File: config.mk
export PLATFORM = sky130hd
export DESIGN_NAME = nearest_palette_color
export DESIGN_NICKNAME = d
export VERILOG_FILES = /design/src/sv/npc_pkg.sv /design/src/sv/npc_dpath.sv /design/src/sv/npc_ctrl.sv /design/src/sv/nearest_palette_color.sv
export SDC_FILE = /design/constraint.sdc
export NUM_CORES = 2
export LEC_CHECK = 0
export ABC_AREA = 1
export BUFFER_PORTS_ARGS = -buffer_cell sky130_fd_sc_hd__buf_2
export CAP_MARGIN = 20
export CORE_UTILIZATION = 48
export DETAILED_ROUTE_END_ITERATION = 6
export PLACE_DENSITY_LB_ADDON = 0.25
export SYNTH_ARGS = -nofsm -noshare
export SYNTH_HDL_FRONTEND = slang
export SYNTH_SLANG_ARGS = --single-unit
File: constraint.sdc
create_clock -name clk -period 7.3 [get_ports clk]
set_input_delay 1.095 -clock clk [delete_from_list [all_inputs] [get_ports clk]]
set_output_delay 1.095 -clock clk [all_outputs]
set_load 0.05 [all_outputs]
File: src/sv/npc_pkg.sv
// Shared types and constants for the nearest palette color classifier.
package npc_pkg;

  // Field widths.
  localparam int CHAN_W      = 16;
  localparam int ENTRY_W     = 4 * CHAN_W;
  localparam int ENTRY_IDX_W = 4;
  localparam int COUNT_W     = 5;
  localparam int IDX_OUT_W   = 4;
  localparam int SQ_W        = 2 * CHAN_W;
  localparam int DIST_W      = 34;

  // Stream packing.
  localparam int IN_TDATA_W  = 72;
  localparam int OUT_TDATA_W = 40;

  localparam logic [COUNT_W-1:0] COUNT_RESET = 5'd16;

  // Item kinds carried on in_tuser.
  localparam logic KIND_STORE    = 1'b0;
  localparam logic KIND_CLASSIFY = 1'b1;

  typedef enum logic [1:0] {
    ST_IDLE,
    ST_SCAN,
    ST_FINISH
  } npc_state_t;

  // Commands from the controller to the datapath.
  typedef struct packed {
    logic               store;
    logic               start;
    logic               issue;
    logic [COUNT_W-1:0] issue_idx;
    logic               load_out;
  } npc_cmd_t;

  // Status from the datapath to the controller.
  typedef struct packed {
    logic busy;
  } npc_sts_t;

endpackage

File: src/sv/npc_dpath.sv
// Datapath: palette memory, distance pipeline, best-match tracking and result register.
module npc_dpath
  import npc_pkg::*;
#(
  parameter int PALETTE_DEPTH = 16
) (
  input  logic                   clk,
  input  logic                   rst_n,
  input  npc_cmd_t               cmd,
  output npc_sts_t               sts,
  input  logic [ENTRY_IDX_W-1:0] in_entry_index,
  input  logic [CHAN_W-1:0]      in_red,
  input  logic [CHAN_W-1:0]      in_green,
  input  logic [CHAN_W-1:0]      in_blue,
  input  logic [CHAN_W-1:0]      in_clear,
  output logic [IDX_OUT_W-1:0]   out_nearest_index,
  output logic [DIST_W-1:0]      out_distance
);

  localparam int AW = (PALETTE_DEPTH > 1) ? $clog2(PALETTE_DEPTH) : 1;

  logic [ENTRY_W-1:0]       mem [PALETTE_DEPTH];
  logic [PALETTE_DEPTH-1:0] vld_r;
  logic [AW-1:0]            wr_addr;
  logic [AW-1:0]            rd_addr;
  logic                     wr_en;

  logic [ENTRY_W-1:0]       sample_r;

  logic                     s1_v_r;
  logic [COUNT_W-1:0]       s1_idx_r;
  logic [ENTRY_W-1:0]       s1_data_r;
  logic                     s1_hit_r;
  logic [ENTRY_W-1:0]       s1_entry;

  logic                     s2_v_r;
  logic [COUNT_W-1:0]       s2_idx_r;
  logic [SQ_W-1:0]          s2_sq_r  [4];
  logic [SQ_W-1:0]          s2_sq_nxt[4];

  logic                     s3_v_r;
  logic [COUNT_W-1:0]       s3_idx_r;
  logic [DIST_W-1:0]        s3_sum_r;

  logic [COUNT_W-1:0]       best_idx_r;
  logic [DIST_W-1:0]        best_d_r;

  logic [IDX_OUT_W-1:0]     out_idx_r;
  logic [DIST_W-1:0]        out_dist_r;

  assign wr_addr = AW'(in_entry_index);
  assign rd_addr = AW'(cmd.issue_idx);
  assign wr_en   = cmd.store && (int'(in_entry_index) < PALETTE_DEPTH);

  always_ff @(posedge clk) begin
    if (wr_en) begin
      mem[wr_addr] <= {in_clear, in_blue, in_green, in_red};
    end
    if (cmd.issue) begin
      s1_data_r <= mem[rd_addr];
    end
  end

  // Entries never written since reset read as zero.
  always_ff @(posedge clk) begin
    if (!rst_n) begin
      vld_r <= '0;
    end else if (wr_en) begin
      vld_r[wr_addr] <= 1'b1;
    end
  end

  always_ff @(posedge clk) begin
    if (cmd.start) begin
      sample_r <= {in_clear, in_blue, in_green, in_red};
    end
    if (cmd.issue) begin
      s1_idx_r <= cmd.issue_idx;
      s1_hit_r <= vld_r[rd_addr];
    end
  end

  assign s1_entry = s1_hit_r ? s1_data_r : '0;

  always_comb begin
    logic [CHAN_W-1:0] a;
    logic [CHAN_W-1:0] b;
    logic [CHAN_W-1:0] d;
    for (int k = 0; k < 4; k++) begin
      a = sample_r[k*CHAN_W +: CHAN_W];
      b = s1_entry[k*CHAN_W +: CHAN_W];
      d = (a >= b) ? (a - b) : (b - a);
      s2_sq_nxt[k] = SQ_W'(d) * SQ_W'(d);
    end
  end

  always_ff @(posedge clk) begin
    s2_idx_r <= s1_idx_r;
    for (int k = 0; k < 4; k++) begin
      s2_sq_r[k] <= s2_sq_nxt[k];
    end
    s3_idx_r <= s2_idx_r;
    s3_sum_r <= DIST_W'(s2_sq_r[0]) + DIST_W'(s2_sq_r[1])
              + DIST_W'(s2_sq_r[2]) + DIST_W'(s2_sq_r[3]);
  end

  always_ff @(posedge clk) begin
    if (!rst_n) begin
      s1_v_r <= 1'b0;
      s2_v_r <= 1'b0;
      s3_v_r <= 1'b0;
    end else begin
      s1_v_r <= cmd.issue;
      s2_v_r <= s1_v_r;
      s3_v_r <= s2_v_r;
    end
  end

  // Entry zero seeds the search; later entries win only when strictly closer.
  always_ff @(posedge clk) begin
    if (s3_v_r && ((s3_idx_r == '0) || (s3_sum_r < best_d_r))) begin
      best_idx_r <= s3_idx_r;
      best_d_r   <= s3_sum_r;
    end
    if (cmd.load_out) begin
      out_idx_r  <= best_idx_r[IDX_OUT_W-1:0];
      out_dist_r <= best_d_r;
    end
  end

  assign sts.busy          = s1_v_r || s2_v_r || s3_v_r;
  assign out_nearest_index = out_idx_r;
  assign out_distance      = out_dist_r;

  a_s3_follows_s2: assert property (@(posedge clk) disable iff (!rst_n)
    s3_v_r |-> $past(s2_v_r))
    else $error("distance stage valid without a preceding square stage");

  a_no_issue_on_store: assert property (@(posedge clk) disable iff (!rst_n)
    cmd.store |-> !cmd.issue && !sts.busy)
    else $error("palette write while a scan is in flight");

endmodule

File: src/sv/npc_ctrl.sv
// Controller: handshakes, color count register and the scan sequencer.
module npc_ctrl
  import npc_pkg::*;
#(
  parameter int PALETTE_DEPTH = 16
) (
  input  logic               clk,
  input  logic               rst_n,
  input  logic               in_tvalid,
  output logic               in_tready,
  input  logic               in_kind,
  output logic               out_tvalid,
  input  logic               out_tready,
  input  logic               cfg_wr_en,
  input  logic [COUNT_W-1:0] cfg_wr_data,
  output npc_cmd_t           cmd,
  input  npc_sts_t           sts
);

  npc_state_t         state_r, state_nxt;
  logic [COUNT_W-1:0] count_r;
  logic [COUNT_W-1:0] scan_r, scan_nxt;
  logic [COUNT_W-1:0] last_r, last_nxt;
  logic               out_valid_r, out_valid_nxt;
  logic [COUNT_W-1:0] lim;
  logic               accept;

  always_ff @(posedge clk) begin
    if (!rst_n) begin
      state_r     <= ST_IDLE;
      count_r     <= COUNT_RESET;
      out_valid_r <= 1'b0;
      scan_r      <= '0;
      last_r      <= '0;
    end else begin
      state_r     <= state_nxt;
      out_valid_r <= out_valid_nxt;
      scan_r      <= scan_nxt;
      last_r      <= last_nxt;
      if (cfg_wr_en) begin
        count_r <= cfg_wr_data;
      end
    end
  end

  // Entries scanned: the count saturated at the depth, and never fewer than one.
  always_comb begin
    if (int'(count_r) > PALETTE_DEPTH) begin
      lim = COUNT_W'(PALETTE_DEPTH);
    end else begin
      lim = count_r;
    end
    if (lim == '0) begin
      lim = COUNT_W'(1);
    end
  end

  assign in_tready  = (state_r == ST_IDLE);
  assign accept     = in_tvalid && in_tready;
  assign out_tvalid = out_valid_r;

  always_comb begin
    state_nxt     = state_r;
    scan_nxt      = scan_r;
    last_nxt      = last_r;
    out_valid_nxt = out_valid_r && !out_tready;
    cmd           = '0;
    cmd.issue_idx = scan_r;
    case (state_r)
      ST_IDLE: begin
        if (accept) begin
          if (in_kind == KIND_CLASSIFY) begin
            cmd.start = 1'b1;
            scan_nxt  = '0;
            last_nxt  = lim - COUNT_W'(1);
            state_nxt = ST_SCAN;
          end else begin
            cmd.store = 1'b1;
          end
        end
      end
      ST_SCAN: begin
        cmd.issue = 1'b1;
        if (scan_r == last_r) begin
          state_nxt = ST_FINISH;
        end else begin
          scan_nxt = scan_r + COUNT_W'(1);
        end
      end
      ST_FINISH: begin
        if (!sts.busy && (!out_valid_r || out_tready)) begin
          cmd.load_out  = 1'b1;
          out_valid_nxt = 1'b1;
          state_nxt     = ST_IDLE;
        end
      end
      default: begin
        state_nxt = ST_IDLE;
      end
    endcase
  end

  a_scan_in_range: assert property (@(posedge clk) disable iff (!rst_n)
    state_r == ST_SCAN |-> scan_r <= last_r && int'(scan_r) < PALETTE_DEPTH)
    else $error("scan address beyond the active palette");

  a_load_after_drain: assert property (@(posedge clk) disable iff (!rst_n)
    cmd.load_out |-> !sts.busy)
    else $error("result loaded while the distance pipeline is busy");

  a_result_from_finish: assert property (@(posedge clk) disable iff (!rst_n)
    $rose(out_valid_r) |-> $past(state_r == ST_FINISH))
    else $error("result presented without a completed scan");

endmodule

File: src/sv/nearest_palette_color.sv
// Top level of the nearest palette color classifier.
//
// The in_ stream carries one transaction per item. in_tuser is the kind: a store
// transaction writes palette entry entry_index with the four channels, a classify
// transaction compares the sample against entries 0 to count-1 and returns one
// out_ transaction with the index of the first closest entry and its squared
// Euclidean distance. Stores produce no result.
// A classify transaction occupies the block until its result is registered; it
// scans n entries, n being the active entry count (color_count saturated at the
// depth, at least one). The single palette read port delivers one entry per
// cycle into a three-stage square, sum and compare pipeline that must drain
// before the result is registered.
// Reset clears the palette to zero through per-entry valid bits and sets
// color_count to 16. If the receiver stalls, the result waits in the output
// register while the next item is still accepted; a classify then holds at its
// end until the register is free. cfg_ writes are for idle periods only.
module nearest_palette_color
  import npc_pkg::*;
#(
  parameter int PALETTE_DEPTH = 16
) (
  input  logic                   clk,
  input  logic                   rst_n,
  // Input stream.
  input  logic                   in_tvalid,
  output logic                   in_tready,
  // in_tdata, lowest bit up: entry_index[3:0], red[19:4], green[35:20],
  // blue[51:36], clear[67:52], zero padding[71:68].
  input  logic [IN_TDATA_W-1:0]  in_tdata,
  // in_tuser: kind (0 store, 1 classify).
  input  logic                   in_tuser,
  // Result stream.
  output logic                   out_tvalid,
  input  logic                   out_tready,
  // out_tdata, lowest bit up: nearest_index[3:0], distance[37:4],
  // zero padding[39:38].
  output logic [OUT_TDATA_W-1:0] out_tdata,
  // Color count register.
  input  logic                   cfg_wr_en,
  input  logic [COUNT_W-1:0]     cfg_wr_data
);

  npc_cmd_t               cmd;
  npc_sts_t               sts;
  logic [IDX_OUT_W-1:0]   nearest_index;
  logic [DIST_W-1:0]      distance;

  npc_ctrl #(
    .PALETTE_DEPTH(PALETTE_DEPTH)
  ) u_ctrl (
    .clk        (clk),
    .rst_n      (rst_n),
    .in_tvalid  (in_tvalid),
    .in_tready  (in_tready),
    .in_kind    (in_tuser),
    .out_tvalid (out_tvalid),
    .out_tready (out_tready),
    .cfg_wr_en  (cfg_wr_en),
    .cfg_wr_data(cfg_wr_data),
    .cmd        (cmd),
    .sts        (sts)
  );

  npc_dpath #(
    .PALETTE_DEPTH(PALETTE_DEPTH)
  ) u_dpath (
    .clk              (clk),
    .rst_n            (rst_n),
    .cmd              (cmd),
    .sts              (sts),
    .in_entry_index   (in_tdata[3:0]),
    .in_red           (in_tdata[19:4]),
    .in_green         (in_tdata[35:20]),
    .in_blue          (in_tdata[51:36]),
    .in_clear         (in_tdata[67:52]),
    .out_nearest_index(nearest_index),
    .out_distance     (distance)
  );

  assign out_tdata = {2'b00, distance, nearest_index};

endmodule
### Word level (Yosys, flattened, before mapping)

Memory sizes are Yosys's and may differ from the RTL's. A register that Yosys moved wholly into a read port is not among the register bits.
Index checks and enable logic that the tools add are counted.
W data, S select, Z words.

* add/subtract/negate cells: 13
* $mul: 4
* divide/modulo/power cells: 0
* $lt $le $gt $ge: 9
* equality and inequality tests: 8
* shift operators: 0
* muxes and demuxes: 31
* bitwise gates (word level): 1
* reductions and logical operators: 19

Operator list (count)
* $mul A16 B16 Y32: 4
* $sub A16 B16 Y16: 8
* $add A34 B32 Y34: 2
* $ge A16 B16 Y1: 4
* $mux W16: 4
* $mux W64: 1
* $lt A34 B34 Y1: 1
* $add A32 B32 Y33: 1
* $mux W5: 5
* $or A16 B16 Y16: 1
* $mux W2: 6
* $mux W1: 11
* $logic_not A5 Y1: 2
* $lt A4 B5 Y1 const B: 2
* $pmux W5 S2: 1
* $reduce_and A4 Y1: 2
* $ne A2 B2 Y1 const B: 3
* $pmux W2 S3: 1
* $add A5 B1 Y5 const B: 1
* $eq A5 B5 Y1: 1
* $gt A5 B5 Y1 const B: 1
* $logic_and A1 B1 Y1: 5
* $sub A5 B1 Y5 const B: 1
* $bmux W1 S4: 1
* other kinds (10): 16

* flip-flop bits (word level): 227
* bits in latches: 0
* memory bits (writable): 1152
* ROM bits: 0
* bits of input ports: 83
* memories: 2

Memories
* u_dpath.mem: depth 16, width 64, read ports 1, clocked after memory_dff 1, wr ports 1, RTL line npc_dpath.sv:22 `logic [ENTRY_W-1:0] mem [PALETTE_DEPTH];`
* u_dpath.s2_sq_r: depth 4, width 32, read ports 4, clocked after memory_dff 0, wr ports 4, RTL line npc_dpath.sv:38 `logic [SQ_W-1:0] s2_sq_r [4];`

### Depth between registers and ports, before layout

* depth after elaboration: 6
* depth in mapped cells: 43
* mapped depth without buffers: 41

### Cells and area by module

Synthesis repeated with hierarchy kept, for this count alone.

* cell total of the unflattened synthesis: 8947
* area, all modules: 92996.7 sq um

By module, submodules not included
* npc_dpath: times used 1, cells an instance 8806, area an instance 92012.0 sq um, sequential area each 40799.1 sq um
* npc_ctrl: times used 1, cells an instance 138, area an instance 965.9 sq um, sequential area each 360.3 sq um
* nearest_palette_color: times used 1, cells an instance 3, area an instance 18.8 sq um, sequential area each 0.0 sq um

### Worst setup path after synthesis

OpenSTA, ideal clock, no wires.

* path kind: reg2reg
* start point: reg u_dpath.s1_hit_r
* end point: mem u_dpath.s2_sq_r[0][27] (netlist name)
* data arrival time: 7.166 ns
* slack: 0.015 ns
* cell stages (with the launch flop): 38
* period minus slack after synthesis: 7.285 ns
* path through: edfxtp_1 -> clkbuf_1 -> buf_1 -> nand2_1 -> inv_1 -> ha_1 -> fa_1 -> o21ai_1 -> nand2_1 -> nand3_2 -> nand2_2 -> nand2_4 -> nand2_1 -> nand2_2 -> xor2_4 -> nor2_1 -> fa_1 -> inv_1 -> [... 2 more ...] -> fa_1 -> inv_1 -> fa_1 -> inv_1 -> fa_1 -> inv_1 -> fa_1 -> inv_1 -> ha_1 -> nand2_1 -> nor2_1 -> nand2_1 -> o21ai_0 -> nand2_1 -> inv_1 -> nor2_1 -> o211ai_1 -> nand2_1

RTL lines
* start: declaration: RTL line npc_dpath.sv:33 `logic s1_hit_r;`
* start signal: assignment: RTL line npc_dpath.sv:79 `s1_hit_r <= vld_r[rd_addr];`
* end: declaration: RTL line npc_dpath.sv:38

==> flow_summary.ini <==
[die]
fp.coreArea_um2 = 192600
die_h_um = 442.5
rows = 161
dieArea_um2 = 195800
ioPinCount = 125
start_util_pct = 48.37
fp.dieW_um = 442.5

[worst_setup_path]
r2r_end = u_dpath.s2_sq_r[2][21]$_DFF_P_
cp_slowest_cell = fa_1
worstPathArrival_ns = 8.01
end_kind = flip-flop
crit_required_ns = 7.94
cp-start-kind = flip-flop
cpMostUsedCell = nand2_2
worstRegToRegCells = 35
reg2reg_from = u_dpath.s1_hit_r$_DFFE_PP_
cp_max_fo = 8
worstSetupPathType = flip-flop to flip-flop
slowest_delay_ns = 0.54
r2r_setup_slack_ns = -0.07

[yosys]
synth_edf_count = 1234
synthDominantCellAreaShare_pct = 39.78
synth_seq_cells = 1439
ys_seq_area_share_pct = 44.18
ys.flop_type = edfxtp_1
syn_area_per_cell_um2 = 9.956
netlist_top_cells_area = edfxtp_1 (40%), fa_1 (15%), ha_1 (8.2%)
synth_warnings = 0
synthArstFlopShare_pct = 0
yosysTopAreaCell = edfxtp_1
synth_area_um2 = 93160
synth_cell_types = 62
postSynthCellCount = 9357

[timing]
max_clock_freq_ghz = 0.1357
min_period_over_period_pct = 101.0
hold_violations = 0
slew_headroom_pct = 23.36
rsz0062_at_grt = yes
fin_setup_tns_ns = -0.3098
maxSlewViolCount = 0
worst_slew_pin_slew_ns = 1.147
finalSetupViolCount = 10
fin_worst_skew_ns = 0.08905
layout_setup_ws_ns = -0.06942
min_period_ns = 7.369

[placed_design]
post-dp-hpwl_um = 172100
port_buffers = 118
gp_congestion = 0.9399

[global_routing]
grt_pass1_wl_um = 387000
grt_pass1_vias = 70040
grt_antenna_before_repair = 17
grt_util_all_layers_pct = 25.13
grt_overflow = 0
grt_max_degree = 216

[min_path]
hold_start = u_dpath.s2_idx_r[4]$_DFF_P_
min_to = u_dpath.s3_idx_r[4]$_DFF_P_
hold_depth = 0
min_path_type = flip-flop to flip-flop

[finish]
multi_input_area_um2 = 49880
final_layout_size_suffix_gt1_share_pct = 25.45
num-nets-final = 11890
mostFrequentLayoutCells = inv_1 (1428), edfxtp_1 (1234), nand2_1 (1084)
nFillCells = 15730
seq_area_um2 = 41170
final_common_cell = inv_1
area.growth.synth_to_final_pct = 24.19

[route]
viasPerCell = 5.322
detail_route.wl_per_cell_um = 19.27
vias = 69960
drt_drc_violations_left = 0
drt-total-wl_um = 253300
antenna_left = 0
first_pass_iters = 6
drt_iter0_markers = 5704

[cts]
cts_tree = built
clock_path_buffers = 3
htreeDepth = 4
postCtsHoldBufs = 0
cts_buffers = 150
insertion_delay_ns = 0.83
clock_sink_count = 1439
ctsRootBufferMaster = clkbuf_16
path_clk_slew_ns = 0.06

[status]
violations = setup timing
status = complete, but fails checks

[job]
cap_violations = 0
flip-flops by register name (all words and copies together), names as in the netlist:
| name | count |
|---|---|
| u_dpath.vld_r | 16 |
| u_dpath.s3_idx_r | 5 |
| u_dpath.best_d_r | 34 |
| u_ctrl.last_r | 5 |
| u_dpath.s3_sum_r | 34 |
| u_dpath.s2_sq_r | 124 |
| u_dpath.s1_idx_r | 5 |
| u_dpath.s2_v_r | 1 |
| u_dpath.out_nearest_index | 4 |
| u_dpath.s3_v_r | 1 |
| u_dpath.sample_r | 64 |
| u_dpath.mem | 1024 |
| u_ctrl.state_r | 2 |
| u_dpath.out_distance | 34 |
| u_dpath.s2_idx_r | 5 |
| u_dpath.s1_data_r | 64 |
| u_dpath.s1_hit_r | 1 |
| u_ctrl.count_r | 5 |
| u_ctrl.scan_r | 5 |
| u_dpath.s1_v_r | 1 |
| u_ctrl.out_tvalid | 1 |
| u_dpath.best_idx_r | 4 |
worst max-delay path by stage:
stage	cells after the start	end	startpoint	slack (ns)
final	35	u_dpath.s2_sq_r[2][21]$_DFF_P_	u_dpath.s1_hit_r$_DFFE_PP_	-0.07
after global routing	42	u_dpath.s2_sq_r[2][31]$_DFF_P_	u_dpath.s1_hit_r$_DFFE_PP_	-0.31
after CTS	36	u_dpath.s2_sq_r[2][31]$_DFF_P_	u_dpath.s1_hit_r$_DFFE_PP_	-0.07
after detailed placement	36	u_dpath.s2_sq_r[3][28]$_DFF_P_	u_dpath.s1_hit_r$_DFFE_PP_	-0.44
after global placement	37	u_dpath.s2_sq_r[0][31]$_DFF_P_	u_dpath.s1_hit_r$_DFFE_PP_	-0.39
after floorplan	37	u_dpath.s2_sq_r[0][27]$_DFF_P_	u_dpath.s1_hit_r$_DFFE_PP_	0.01
cells by family (layout without fill, tap and decap cells):
logic type | after synthesis | after routing | synth area share (%)
fa+ha+maj | 1303 | 1303 | 23.06
flops | 1439 | 1439 | 44.18
other cells | 2 | 6 | 0.008062
buf+inv | 1925 | 3183 | 8.014
xor+xnor | 271 | 271 | 2.608
compound gates | 1471 | 1471 | 9.100
simple gates | 2946 | 2947 | 13.03
cells in the mapped netlist (16+ instances only):
cell type  number
o211ai_1       33
nand3_1       276
nor2_1       1124
clkbuf_1      205
inv_1        1575
buf_2          30
nand2_2        65
xnor2_1        97
fa_1          690
nand4_1        24
nand2_4        18
o22ai_1       154
ha_1          613
o21a_1         21
o21bai_1       36
inv_2          56
nand2_1      1321
buf_4          27
nor3_1         57
o21ai_0       682
o221ai_1      108
nor2_2         16
edfxtp_1     1234
dfxtp_1       205
xor2_1        171
a21oi_1       344
a21o_1         19
critical path: cells and delay by family (launching register included):
family / cells / cell delay (ns)
adders and majority gates: 9 / 3.75
and+or+nand+nor: 10 / 0.91
AOI/OAI and AO/OA: 5 / 0.74
xor gates and xnor gates: 2 / 0.47
DFF: 1 / 0.44
buffers and inverters: 9 / 0.85
cell type report:
type | instances | share of cell area, %
tap | 2526 | 2.732
clock inverter | 82 | 0.8112
multi-input combinational | 5996 | 43.11
antenna | 2 | 0.004326
clock buffer | 182 | 3.426
inverter | 1639 | 5.479
sequential | 1439 | 35.59
timing repair buffer | 1280 | 8.845
metrics by stage:
step | cells | util, % | instance area (um^2) | worst slack (ns) | hold slack, ns
after floorplan | 9359 | - | 93160 | 0.01456 | 0.3096
after global placement | 12680 | 53.65 | 103300 | -0.3945 | 0.3119
after detailed placement | 12680 | 53.65 | 103300 | -0.4375 | 0.3121
after CTS | 13000 | 57.33 | 110400 | -0.06607 | 0.3259
after global routing | 13150 | 60.07 | 115700 | -0.3146 | 0.3292
final | 13150 | 60.07 | 115700 | -0.06942 | 0.3253
repair_timing:
| action | CTS | global route |
|---|---|---|
| buffers inserted | 54 | 146 |
| gates resized for setup | 396 | 1078 |
| endpoints found under the hold margin | 0 | 0 |
| cloned | 1 | 4 |
| pin swaps | 94 | 488 |
| setup endpoints to repair | 79 | 84 |
routing by layer:
metal	track usage, %	wire length (um)	share of wire, %	vias up
met1	34.04	106500	42	34410
met5	0	172	0.068	-
met4	7.121	7022	2.8	26
li1	-	-	-	32880
met2	42.20	123600	49	2183
met3	3.430	15930	6.3	461
Power is left out: the tool's default activity adds up to more than one toggle a clock period on the data nets, which glitch-free logic cannot reach.
